===== config.mk =====
export PLATFORM = sky130hd
export DESIGN_NAME = infix_expression_evaluator
export DESIGN_NICKNAME = d
export VERILOG_FILES = /design/src/rtl/core/iee_pkg.sv /design/src/rtl/core/iee_unit.sv /design/src/rtl/core/infix_expression_evaluator.sv
export SDC_FILE = /design/constraint.sdc
export NUM_CORES = 2
export LEC_CHECK = 0
export BUFFER_PORTS_ARGS = -buffer_cell sky130_fd_sc_hd__buf_2
export CAP_MARGIN = 10
export CORE_MARGIN = 2
export CORE_UTILIZATION = 66
export CTS_BUF_LIST = sky130_fd_sc_hd__clkbuf_8
export CTS_CLUSTER_DIAMETER = 80
export CTS_CLUSTER_SIZE = 8
export DETAILED_ROUTE_END_ITERATION = 10
export PLACE_DENSITY = 0.83
export SLEW_MARGIN = 15
export SYNTH_ARGS = -nofsm -noshare
export SYNTH_HDL_FRONTEND = slang
export SYNTH_SLANG_ARGS = --single-unit

===== constraint.sdc =====
create_clock -name clk -period 13.9 [get_ports clk]
set_input_delay 2.78 -clock clk [delete_from_list [all_inputs] [get_ports clk]]
set_output_delay 2.78 -clock clk [all_outputs]
set_load 0.03 [all_outputs]

===== src/rtl/core/iee_pkg.sv =====
// Shared types and constants for the infix expression evaluator.
// Depends on nothing; imported by iee_unit and infix_expression_evaluator.
`default_nettype none
package iee_pkg;

  localparam logic [7:0] CH_PLUS  = 8'h2B;
  localparam logic [7:0] CH_MINUS = 8'h2D;
  localparam logic [7:0] CH_TIMES = 8'h2A;
  localparam logic [7:0] CH_DIV   = 8'h2F;
  localparam logic [7:0] CH_POINT = 8'h2E;
  localparam logic [7:0] CH_ZERO  = 8'h30;
  localparam logic [7:0] CH_NINE  = 8'h39;

  localparam logic [1:0] OP_ADD = 2'd0;
  localparam logic [1:0] OP_SUB = 2'd1;
  localparam logic [1:0] OP_MUL = 2'd2;
  localparam logic [1:0] OP_DIV = 2'd3;

  localparam logic [1:0] ERR_OK   = 2'd0;
  localparam logic [1:0] ERR_DIV0 = 2'd1;
  localparam logic [1:0] ERR_ADJ  = 2'd2;
  localparam logic [1:0] ERR_OVF  = 2'd3;

  localparam logic U_MUL = 1'b0;
  localparam logic U_DIV = 1'b1;

  localparam int FD_W = 24;

  typedef struct packed {
    logic start;
    logic op;
  } unit_req_t;

  function automatic logic [1:0] flag_err(input logic [1:0] cur, input logic [1:0] code);
    logic [1:0] r;
    r = cur;
    if (code == ERR_OVF) begin
      if (cur == ERR_OK) r = ERR_OVF;
    end else if (cur == ERR_OK || cur == ERR_OVF) begin
      r = code;
    end
    return r;
  endfunction

  function automatic logic [FD_W-1:0] pow10(input logic [2:0] idx);
    logic [FD_W-1:0] r;
    case (idx)
      3'd0:    r = 24'd1;
      3'd1:    r = 24'd10;
      3'd2:    r = 24'd100;
      3'd3:    r = 24'd1000;
      3'd4:    r = 24'd10000;
      3'd5:    r = 24'd100000;
      3'd6:    r = 24'd1000000;
      default: r = 24'd10000000;
    endcase
    return r;
  endfunction

endpackage
`default_nettype wire


===== src/rtl/core/iee_unit.sv =====
// Iterative multiply / restoring divide unit, one bit per cycle, one shared adder.
// Depends on iee_pkg.
`default_nettype none
module iee_unit #(
  parameter int VALUE_WIDTH = 48,
  parameter int FRAC_BITS   = 16
) (
  input  wire                               clk,
  input  wire                               rst_n,
  input  iee_pkg::unit_req_t                req,
  input  wire  [VALUE_WIDTH-1:0]            opa,
  input  wire  [VALUE_WIDTH+FRAC_BITS-1:0]  opn,
  output logic                              done,
  output logic [2*VALUE_WIDTH-1:0]          prod,
  output logic [VALUE_WIDTH+FRAC_BITS-1:0]  quo
);
  import iee_pkg::*;

  localparam int W  = VALUE_WIDTH;
  localparam int L  = VALUE_WIDTH + FRAC_BITS;
  localparam int CW = $clog2(L + 1);

  logic [W:0]    hi_r, hi_nxt;
  logic [L-1:0]  lo_r, lo_nxt;
  logic [W-1:0]  a_r, a_nxt;
  logic [CW-1:0] cnt_r, cnt_nxt;
  logic          busy_r, busy_nxt;
  logic          op_r, op_nxt;
  logic [W:0]    base, addend;
  logic [W+1:0]  s;
  logic [CW-1:0] last_cnt;

  always_comb begin
    base     = (op_r == U_MUL) ? hi_r : {hi_r[W-1:0], lo_r[L-1]};
    addend   = (op_r == U_MUL) ? {1'b0, a_r} : ~{1'b0, a_r};
    s        = {1'b0, base} + {1'b0, addend} + {{(W+1){1'b0}}, (op_r == U_DIV)};
    last_cnt = (op_r == U_MUL) ? CW'(W) : CW'(L);
    done     = busy_r && (cnt_r == last_cnt);
  end

  always_comb begin
    hi_nxt   = hi_r;
    lo_nxt   = lo_r;
    a_nxt    = a_r;
    cnt_nxt  = cnt_r;
    busy_nxt = busy_r;
    op_nxt   = op_r;
    if (req.start) begin
      hi_nxt   = '0;
      lo_nxt   = opn;
      a_nxt    = opa;
      cnt_nxt  = '0;
      busy_nxt = 1'b1;
      op_nxt   = req.op;
    end else if (busy_r) begin
      cnt_nxt = cnt_r + CW'(1);
      if (done) begin
        busy_nxt = 1'b0;
      end else if (op_r == U_MUL) begin
        if (lo_r[0]) begin
          hi_nxt = {1'b0, s[W:1]};
          lo_nxt = {{(L-W){1'b0}}, s[0], lo_r[W-1:1]};
        end else begin
          hi_nxt = {1'b0, hi_r[W:1]};
          lo_nxt = {{(L-W){1'b0}}, hi_r[0], lo_r[W-1:1]};
        end
      end else begin
        if (s[W+1]) begin
          hi_nxt = s[W:0];
        end else begin
          hi_nxt = base;
        end
        lo_nxt = {lo_r[L-2:0], s[W+1]};
      end
    end
  end

  always_ff @(posedge clk) begin
    if (!rst_n) begin
      busy_r <= 1'b0;
      cnt_r  <= '0;
      op_r   <= U_MUL;
    end else begin
      busy_r <= busy_nxt;
      cnt_r  <= cnt_nxt;
      op_r   <= op_nxt;
    end
    hi_r <= hi_nxt;
    lo_r <= lo_nxt;
    a_r  <= a_nxt;
  end

  assign prod = {hi_r[W-1:0], lo_r[W-1:0]};
  assign quo  = lo_r;

  a_start_idle: assert property (@(posedge clk) disable iff (!rst_n)
    req.start |-> !busy_r) else $error("unit started while busy");
  a_done_busy: assert property (@(posedge clk) disable iff (!rst_n)
    done |=> !busy_r) else $error("unit still busy after done");
  a_cnt_range: assert property (@(posedge clk) disable iff (!rst_n)
    busy_r |-> cnt_r <= CW'(L)) else $error("unit count out of range");

endmodule
`default_nettype wire


===== src/rtl/core/infix_expression_evaluator.sv =====
// Top level: character stream in, expression result out; sequencer plus state.
// Depends on iee_pkg and iee_unit.
//
// Usage: in_tdata[7:0] carries one ASCII character per transaction, in_tlast marks
// the final character of an expression. Digits and '.' only update the number being
// parsed. An operator or the last character closes the current number: one fraction
// scaling through the shared divide unit, then the pending operator (add, subtract and
// divide by zero in the sequencer, multiply and divide through the shared unit), with
// the sequencing steps accept, unit start and final step around them.
// An operator marked last closes twice. in_tready is high only while idle.
// One result transaction follows each last character: out_tdata holds the signed
// fixed-point value and the status. A result waits in the output register; if the
// receiver stalls while the next result is ready, the block holds in its final
// step. Reset clears the parse and accumulation state (not num_r or neg_r, which are
// loaded before use) and drops any held result.
`default_nettype none
module infix_expression_evaluator #(
  parameter int VALUE_WIDTH     = 48,
  parameter int FRAC_BITS       = 16,
  parameter int MAX_FRAC_DIGITS = 6
) (
  input  wire                                     clk,
  input  wire                                     rst_n,
  input  wire                                     in_tvalid,
  output logic                                    in_tready,
  input  wire  [7:0]                              in_tdata,  // symbol[7:0]
  input  wire                                     in_tlast,  // last
  output logic                                    out_tvalid,
  input  wire                                     out_tready,
  // value[VALUE_WIDTH-1:0], status[VALUE_WIDTH+1:VALUE_WIDTH], zero pad
  output logic [((VALUE_WIDTH+2+7)/8)*8-1:0]      out_tdata
);
  import iee_pkg::*;

  localparam int W   = VALUE_WIDTH;
  localparam int L   = VALUE_WIDTH + FRAC_BITS;
  localparam int IW  = VALUE_WIDTH - 1 - FRAC_BITS;
  localparam int M   = 2 * VALUE_WIDTH + 1;
  localparam int OW  = ((VALUE_WIDTH + 2 + 7) / 8) * 8;
  localparam logic [W-1:0] MAXV = {1'b0, {(W-1){1'b1}}};
  localparam logic [W-1:0] MINV = {1'b1, {(W-1){1'b0}}};

  localparam logic [2:0] S_IDLE = 3'd0;
  localparam logic [2:0] S_NUM  = 3'd1;
  localparam logic [2:0] S_NUMW = 3'd2;
  localparam logic [2:0] S_OP   = 3'd3;
  localparam logic [2:0] S_OPW  = 3'd4;
  localparam logic [2:0] S_FIN  = 3'd5;

  function automatic logic [W:0] sat_add(input logic [W-1:0] a, input logic [W-1:0] b);
    logic [W:0] t;
    logic [W:0] r;
    t = {a[W-1], a} + {b[W-1], b};
    if (t[W] != t[W-1]) r = {1'b1, (t[W] ? MINV : MAXV)};
    else r = {1'b0, t[W-1:0]};
    return r;
  endfunction

  logic [2:0]      st_r, st_nxt;
  logic [W-1:0]    sum_r, sum_nxt, term_r, term_nxt, num_r, num_nxt;
  logic [1:0]      pend_r, pend_nxt, newop_r, newop_nxt, err_r, err_nxt;
  logic [IW-1:0]   int_r, int_nxt;
  logic [FD_W-1:0] fd_r, fd_nxt;
  logic [2:0]      fc_r, fc_nxt;
  logic            pt_r, pt_nxt, prior_r, prior_nxt, isop_r, isop_nxt;
  logic            last_r, last_nxt, neg_r, neg_nxt;
  logic            ov_r, ov_nxt;
  logic [W-1:0]    val_r, val_nxt;
  logic [1:0]      stat_r, stat_nxt;

  unit_req_t       u_req;
  logic [W-1:0]    u_a;
  logic [L-1:0]    u_n;
  logic            u_done;
  logic [2*W-1:0]  u_prod;
  logic [L-1:0]    u_quo;

  logic            acc;
  logic            sym_op;
  logic [1:0]      sym_code;
  logic [3:0]      dig;
  logic [IW+3:0]   int10;
  logic [L:0]      numw;
  logic [W-1:0]    tmag;
  logic [M-1:0]    pw, magw, limw;
  logic [W:0]      sa;
  logic [1:0]      err_fin;
  logic [FD_W-1:0] p10;

  iee_unit #(.VALUE_WIDTH(W), .FRAC_BITS(FRAC_BITS)) u_unit (
    .clk  (clk),
    .rst_n(rst_n),
    .req  (u_req),
    .opa  (u_a),
    .opn  (u_n),
    .done (u_done),
    .prod (u_prod),
    .quo  (u_quo)
  );

  assign in_tready = (st_r == S_IDLE);
  assign acc       = in_tvalid && in_tready;

  always_comb begin
    sym_op   = 1'b1;
    sym_code = OP_ADD;
    case (in_tdata)
      CH_PLUS:  sym_code = OP_ADD;
      CH_MINUS: sym_code = OP_SUB;
      CH_TIMES: sym_code = OP_MUL;
      CH_DIV:   sym_code = OP_DIV;
      default:  sym_op   = 1'b0;
    endcase
  end

  always_comb begin
    dig     = 4'(in_tdata - CH_ZERO);
    int10   = ({4'b0, int_r} << 3) + ({4'b0, int_r} << 1) + (IW+4)'(dig);
    p10     = pow10(fc_r);
    tmag    = term_r[W-1] ? (~term_r + W'(1)) : term_r;
    numw    = (L+1)'({int_r, {FRAC_BITS{1'b0}}}) + (L+1)'(u_quo);
    pw      = M'(u_prod) + (M'(1) << (FRAC_BITS - 1));
    magw    = (pend_r == OP_MUL) ? (pw >> FRAC_BITS) : M'(u_quo);
    limw    = M'(MAXV) + M'(neg_r);
    sa      = sat_add(sum_r, term_r);
    err_fin = sa[W] ? flag_err(err_r, ERR_OVF) : err_r;
  end

  always_comb begin
    st_nxt    = st_r;
    sum_nxt   = sum_r;
    term_nxt  = term_r;
    num_nxt   = num_r;
    pend_nxt  = pend_r;
    newop_nxt = newop_r;
    err_nxt   = err_r;
    int_nxt   = int_r;
    fd_nxt    = fd_r;
    fc_nxt    = fc_r;
    pt_nxt    = pt_r;
    prior_nxt = prior_r;
    isop_nxt  = isop_r;
    last_nxt  = last_r;
    neg_nxt   = neg_r;
    ov_nxt    = ov_r;
    val_nxt   = val_r;
    stat_nxt  = stat_r;
    u_req     = '{start: 1'b0, op: U_DIV};
    u_a       = W'(p10);
    u_n       = (L'(fd_r) << FRAC_BITS) + L'(p10 >> 1);

    if (ov_r && out_tready) ov_nxt = 1'b0;

    case (st_r)
      S_IDLE: begin
        if (acc) begin
          last_nxt = in_tlast;
          isop_nxt = sym_op;
          if (sym_op) begin
            if (prior_r) err_nxt = flag_err(err_r, ERR_ADJ);
            newop_nxt = sym_code;
            prior_nxt = 1'b1;
          end else begin
            prior_nxt = 1'b0;
            if (in_tdata >= CH_ZERO && in_tdata <= CH_NINE) begin
              if (pt_r) begin
                if (fc_r < 3'(MAX_FRAC_DIGITS)) begin
                  fd_nxt = (fd_r << 3) + (fd_r << 1) + FD_W'(dig);
                  fc_nxt = fc_r + 3'd1;
                end
              end else if (int10 > (IW+4)'({IW{1'b1}})) begin
                int_nxt = {IW{1'b1}};
                err_nxt = flag_err(err_r, ERR_OVF);
              end else begin
                int_nxt = int10[IW-1:0];
              end
            end else if (in_tdata == CH_POINT) begin
              pt_nxt = 1'b1;
            end
          end
          if (sym_op || in_tlast) st_nxt = S_NUM;
        end
      end
      S_NUM: begin
        u_req  = '{start: 1'b1, op: U_DIV};
        st_nxt = S_NUMW;
      end
      S_NUMW: begin
        if (u_done) begin
          if (numw > (L+1)'(MAXV)) begin
            num_nxt = MAXV;
            err_nxt = flag_err(err_r, ERR_OVF);
          end else begin
            num_nxt = numw[W-1:0];
          end
          st_nxt = S_OP;
        end
      end
      S_OP: begin
        neg_nxt = term_r[W-1];
        case (pend_r)
          OP_ADD, OP_SUB: begin
            sum_nxt  = sa[W-1:0];
            if (sa[W]) err_nxt = flag_err(err_r, ERR_OVF);
            term_nxt = (pend_r == OP_SUB) ? (~num_r + W'(1)) : num_r;
            st_nxt   = S_FIN;
          end
          OP_MUL: begin
            u_req  = '{start: 1'b1, op: U_MUL};
            u_a    = tmag;
            u_n    = L'(num_r);
            st_nxt = S_OPW;
          end
          default: begin
            if (num_r == '0) begin
              err_nxt = flag_err(err_r, ERR_DIV0);
              st_nxt  = S_FIN;
            end else begin
              u_req  = '{start: 1'b1, op: U_DIV};
              u_a    = num_r;
              u_n    = (L'(tmag) << FRAC_BITS) + L'(num_r >> 1);
              st_nxt = S_OPW;
            end
          end
        endcase
      end
      S_OPW: begin
        if (u_done) begin
          if (magw > limw) begin
            err_nxt  = flag_err(err_r, ERR_OVF);
            term_nxt = neg_r ? (~limw[W-1:0] + W'(1)) : limw[W-1:0];
          end else begin
            term_nxt = neg_r ? (~magw[W-1:0] + W'(1)) : magw[W-1:0];
          end
          st_nxt = S_FIN;
        end
      end
      S_FIN: begin
        int_nxt = '0;
        fd_nxt  = '0;
        fc_nxt  = '0;
        pt_nxt  = 1'b0;
        if (isop_r) begin
          pend_nxt = newop_r;
          isop_nxt = 1'b0;
          st_nxt   = last_r ? S_NUM : S_IDLE;
        end else if (!ov_r || out_tready) begin
          ov_nxt    = 1'b1;
          val_nxt   = (err_fin == ERR_DIV0 || err_fin == ERR_ADJ) ? '0 : sa[W-1:0];
          stat_nxt  = err_fin;
          sum_nxt   = '0;
          term_nxt  = '0;
          pend_nxt  = OP_ADD;
          prior_nxt = 1'b0;
          err_nxt   = ERR_OK;
          last_nxt  = 1'b0;
          st_nxt    = S_IDLE;
        end
      end
      default: st_nxt = S_IDLE;
    endcase
  end

  always_ff @(posedge clk) begin
    if (!rst_n) begin
      st_r    <= S_IDLE;
      sum_r   <= '0;
      term_r  <= '0;
      pend_r  <= OP_ADD;
      newop_r <= OP_ADD;
      err_r   <= ERR_OK;
      int_r   <= '0;
      fd_r    <= '0;
      fc_r    <= '0;
      pt_r    <= 1'b0;
      prior_r <= 1'b0;
      isop_r  <= 1'b0;
      last_r  <= 1'b0;
      ov_r    <= 1'b0;
    end else begin
      st_r    <= st_nxt;
      sum_r   <= sum_nxt;
      term_r  <= term_nxt;
      pend_r  <= pend_nxt;
      newop_r <= newop_nxt;
      err_r   <= err_nxt;
      int_r   <= int_nxt;
      fd_r    <= fd_nxt;
      fc_r    <= fc_nxt;
      pt_r    <= pt_nxt;
      prior_r <= prior_nxt;
      isop_r  <= isop_nxt;
      last_r  <= last_nxt;
      ov_r    <= ov_nxt;
    end
    num_r  <= num_nxt;
    neg_r  <= neg_nxt;
    val_r  <= val_nxt;
    stat_r <= stat_nxt;
  end

  assign out_tvalid = ov_r;
  assign out_tdata  = OW'({stat_r, val_r});

  a_done_wait: assert property (@(posedge clk) disable iff (!rst_n)
    u_done |-> (st_r == S_NUMW || st_r == S_OPW)) else $error("unit done outside wait");
  a_load_fin: assert property (@(posedge clk) disable iff (!rst_n)
    $rose(ov_r) |-> $past(st_r) == S_FIN) else $error("result loaded outside final step");
  a_err_zero: assert property (@(posedge clk) disable iff (!rst_n)
    ov_r && (stat_r == ERR_DIV0 || stat_r == ERR_ADJ) |-> val_r == '0)
    else $error("error result not zero");
  a_fc_max: assert property (@(posedge clk) disable iff (!rst_n)
    fc_r <= 3'(MAX_FRAC_DIGITS)) else $error("fraction count too large");

endmodule
`default_nettype wire

==> summary.txt <==
Timing
  – Final setup viols: 0
  – RSZ-0062 raised after global routing: no
  – Final Hold Vio Count: 0
  – Worst slew pin tran: between 1 and 1.5 ns
  – Maximum clock rate: 0.142 GHz
  – Fin crit share: 0.508
  – Slew headroom: 0.126
  – Setup TNS: 0 ns
  – Max Slew Vio Count: 0
  – Final min period: approximately 7.1 ns
  – Clock Skews: 0.0510 ns

Die
  – Initial Util: 0.666
  – Die H: roughly 250 um
  – Die width: 253 um
  – Std-Cell Core Area: around 0.06 mm2
  – Full die area: 0.0641 mm2
  – IO Pins: 71
  – Std cell rows: 91

Pwr
  – P_leak: 17.8 nW
  – Tot Pwr: approximately 8.6 mW
  – Switch share: 0.527
  – Internal Power: a little over 4 mW
  – Worst VDD drop: approximately 130 uV
  – Sequential power share: 0.280
  – Psw: between 4 and 5 mW
  – Clk pwr share: 0.116
  – Part of the power in combinational logic: 0.604
  – Pwr dens: about 200 mW/mm2

Logic synthesis
  – Post-synth EDFFs: about 210
  – Flop and latch count out of synthesis: between 400 and 500
  – Mapped Area: roughly 0.041 mm2
  – Cell variety after synth: between 80 and 90
  – Async S/R FF share, synth: 0
  – Main synth FF type: dfxtp_1
  – Cells after Synth: 5,207
  – Synthesized area per cell: between 7 and 8 um2
  – Yosys warning total: 0
  – Register area share after synthesis: 0.265

Clocking
  – Clock latency on the worst-skew pair: approximately 0.75 ns
  – Hold buffers post-CTS: 0
  – CTS root buf: clkbuf_8
  – Postcts setup bufs: 0
  – Max Root-Sink Buffers: 3
  – CTS-repair resized insts: 0
  – Clk sinks: 437
  – H-tree depth: 2
  – Clk slew on worst S/H paths: 0.07 ns
  – CTS Buf Count: 61
  – CTS tree: yes

Drt
  – Routed WL per cell: 25.7 um
  – Final ANT Viol Nets: 0
  – Drt drc: 0
  – Vias: 42,000
  – Vias per std cell: approximately 7
  – Initial DRC Count: approximately 5,800
  – Post-Route WL: around 150 mm
  – Drt first pass iters: 7

Place
  – Placed instance count: a little under 6,000
  – Final GP Congestion: around 1.1
  – Dpl cell area: 0.0418 mm2
  – Detailed placer's ending HPWL: approximately 110 mm
  – Port Buffers: 64

Critical path
  – Crit. End Element: flip-flop
  – Worst Path Buf+Inv: 1
  – Crit path max fanout: 50
  – CP peak stage delay: approximately 0.74 ns
  – Worst path top cell family by delay: simple AND/OR/NAND/NOR gates
  – CP max stage cell: nor3_1
  – Setup crit start kind: flip-flop
  – Setup CP Type: reg2reg
  – Critical-path cell list: ha_1 -> nand3_1 -> or4_1 -> nor3_1 -> nand2_1 -> xor2_1 -> o21ai_0 -> ha_1 -> nand2_1 -> nor3_1 -> nand4b_1 -> o21ai_0 -> nand3_1 -> a311o_1 -> nor2_4 -> buf_4 -> o21a_1 -> a21boi_0 -> o221a_2
  – WP data arrival: ~7.8 ns
  – Required time worst endpoint: around 15 ns

Global routing
  – Gr ovfl total: 0
  – Initial antenna violation count: 7
  – Vias in the first global route: slightly below 40,000
  – Largest net degree at the start of global routing: 80
  – GR Util All Layers: 0.468
  – First-pass GRT wire length: approximately 230 mm

Final layout
  – Non-Filler Instances: about 6,000
  – Commonest non-fill, non-tap cells in the layout: 487 x nand2_1, 479 x nor2_1, 462 x a21oi_1
  – Fraction of layout cells with a size suffix above 1: 0.0675
  – Most common cell after layout, fill and taps aside: nand2_1
  – Nets@finish: 5,439
  – Synthesis-to-layout area growth: 4.72%
  – Final Cell Area: 0.0429 mm2

Job
  – Max Cap Violations: 0

Hold path
  – Hold/Removal Path Class: reg2reg

Run status
  – Outcome: complete, no violations
## registers in the layout (all words and copies together) (netlist names), 2 cells and up
signal	count
fd_r	24
pend_r	2
u_unit.cnt_r	7
st_r	3
int_r	31
u_unit.hi_r	49
sum_r	48
term_r	48
num_r	48
u_unit.quo	64
fc_r	3
stat_r	2
val_r	48
u_unit.a_r	48
newop_r	2
err_r	2
## cells by family after synthesis
kind of cell / synth area share
flip-flops: 0.265
multiplexers: 0.0387
AND/OR/NAND/NOR: 0.199
other: 0.0000914
XOR/XNOR: 0.0871
AO/OA/AOI/OAI: 0.260
adder cells (fa/ha/maj): 0.104
buffers and inverters: 0.0465
## worst paths after layout
check	startpoint	to	slack (ns)	cells past startpoint
worst max-delay path	u_unit.quo[15]$_DFFE_PP_	term_r[0]$_SDFFE_PN0P_	6.84	19
worst min-delay path	prior_r$_SDFFE_PN0P_	prior_r$_SDFFE_PN0P_	0.45	2
worst max register to register	u_unit.quo[15]$_DFFE_PP_	term_r[0]$_SDFFE_PN0P_	6.84	19
worst min register to register	prior_r$_SDFFE_PN0P_	prior_r$_SDFFE_PN0P_	0.45	2
## worst reg2reg max path: stages (launching register included)
cell and delay, ns:
edfxtp_1 0.58, ha_1 0.29, nand3_1 0.40, or4_1 0.68, nor3_1 0.74, nand2_1 0.15
xor2_1 0.19, o21ai_0 0.57, ha_1 0.23, nand2_1 0.07, nor3_1 0.37, nand4b_1 0.24
o21ai_0 0.23, nand3_1 0.11, a311o_1 0.53, nor2_4 0.28, buf_4 0.49, o21a_1 0.28
a21boi_0 0.33, o221a_2 0.24
## cell type report
cell class	count	area (um2)
Timing Repair Buffer	149	971
Inverter	159	599
Clock buffer	62	853
Clock inverter	49	236
Multi-Input combinational cell	4283	28400
Antenna cell	4	10.0
Sequential cell	437	10900
Fill cell	5251	18700
Tap cell	837	1050
## power by group through the flow
stage / Clock (mW) / Sequential, mW / Combinational [mW]
floorplan: 0 / 1.96 / 3.94
CTS: 0.985 / 2.34 / 5.00
detailed placement: 0 / 2.36 / 4.96
global route: 1.03 / 2.40 / 5.59
finish: 0.992 / 2.40 / 5.17
global placement: 0 / 2.36 / 4.87
## Yosys cell counts, drive strengths merged (28+ instances only)
| cell type | count | share of area |
|---|---|---|
| a21o | 122 | 0.022 |
| edfxtp | 211 | 0.15 |
| inv | 159 | 0.015 |
| a22oi | 28 | 0.0051 |
| or3 | 65 | 0.0099 |
| o211ai | 58 | 0.011 |
| xor2 | 183 | 0.039 |
| and3 | 45 | 0.0069 |
| a211oi | 64 | 0.012 |
| nor2b | 41 | 0.0063 |
| o221ai | 52 | 0.011 |
| a21oi | 464 | 0.057 |
| buf | 47 | 0.0056 |
| o31ai | 48 | 0.0088 |
| xnor2 | 225 | 0.048 |
| o21ai | 415 | 0.051 |
| ha | 326 | 0.099 |
| nor4 | 42 | 0.0064 |
| mux2 | 56 | 0.015 |
| clkbuf | 287 | 0.026 |
| o22ai | 45 | 0.0069 |
| o21bai | 36 | 0.0066 |
| mux2i | 95 | 0.023 |
| dfxtp | 226 | 0.11 |
| nand3 | 138 | 0.017 |
| nand2b | 42 | 0.0064 |
| a31oi | 72 | 0.011 |
| or4 | 45 | 0.0086 |
| and2 | 42 | 0.0064 |
| nand2 | 487 | 0.045 |
| nor3 | 108 | 0.013 |
| o21a | 40 | 0.0073 |
| nor2 | 484 | 0.044 |
| nand4 | 91 | 0.014 |
## metal layers
layer / wire length (um) / up-vias / global-route usage / part of all wire
met1: 57500 / 19500 / 0.592 / 0.37
met3: 20200 / 639 / 0.133 / 0.13
met4: 12600 / 4 / 0.322 / 0.082
met5: 23 / - / 0 / 0.00015
met2: 63300 / 2776 / 0.690 / 0.41
li1: - / 19100 / - / -
## metrics by stage
step | setup WS, ns | hold WS [ns] | utilization
floorplan | 6.19 | 0.432 | -
global placement | 6.46 | 0.440 | 0.679
detailed placement | 6.36 | 0.443 | 0.679
CTS | 7.11 | 0.453 | 0.697
global route | 6.51 | 0.473 | 0.697
finish | 6.84 | 0.455 | 0.697
No activity file was read; power rests on OpenSTA's default activity.
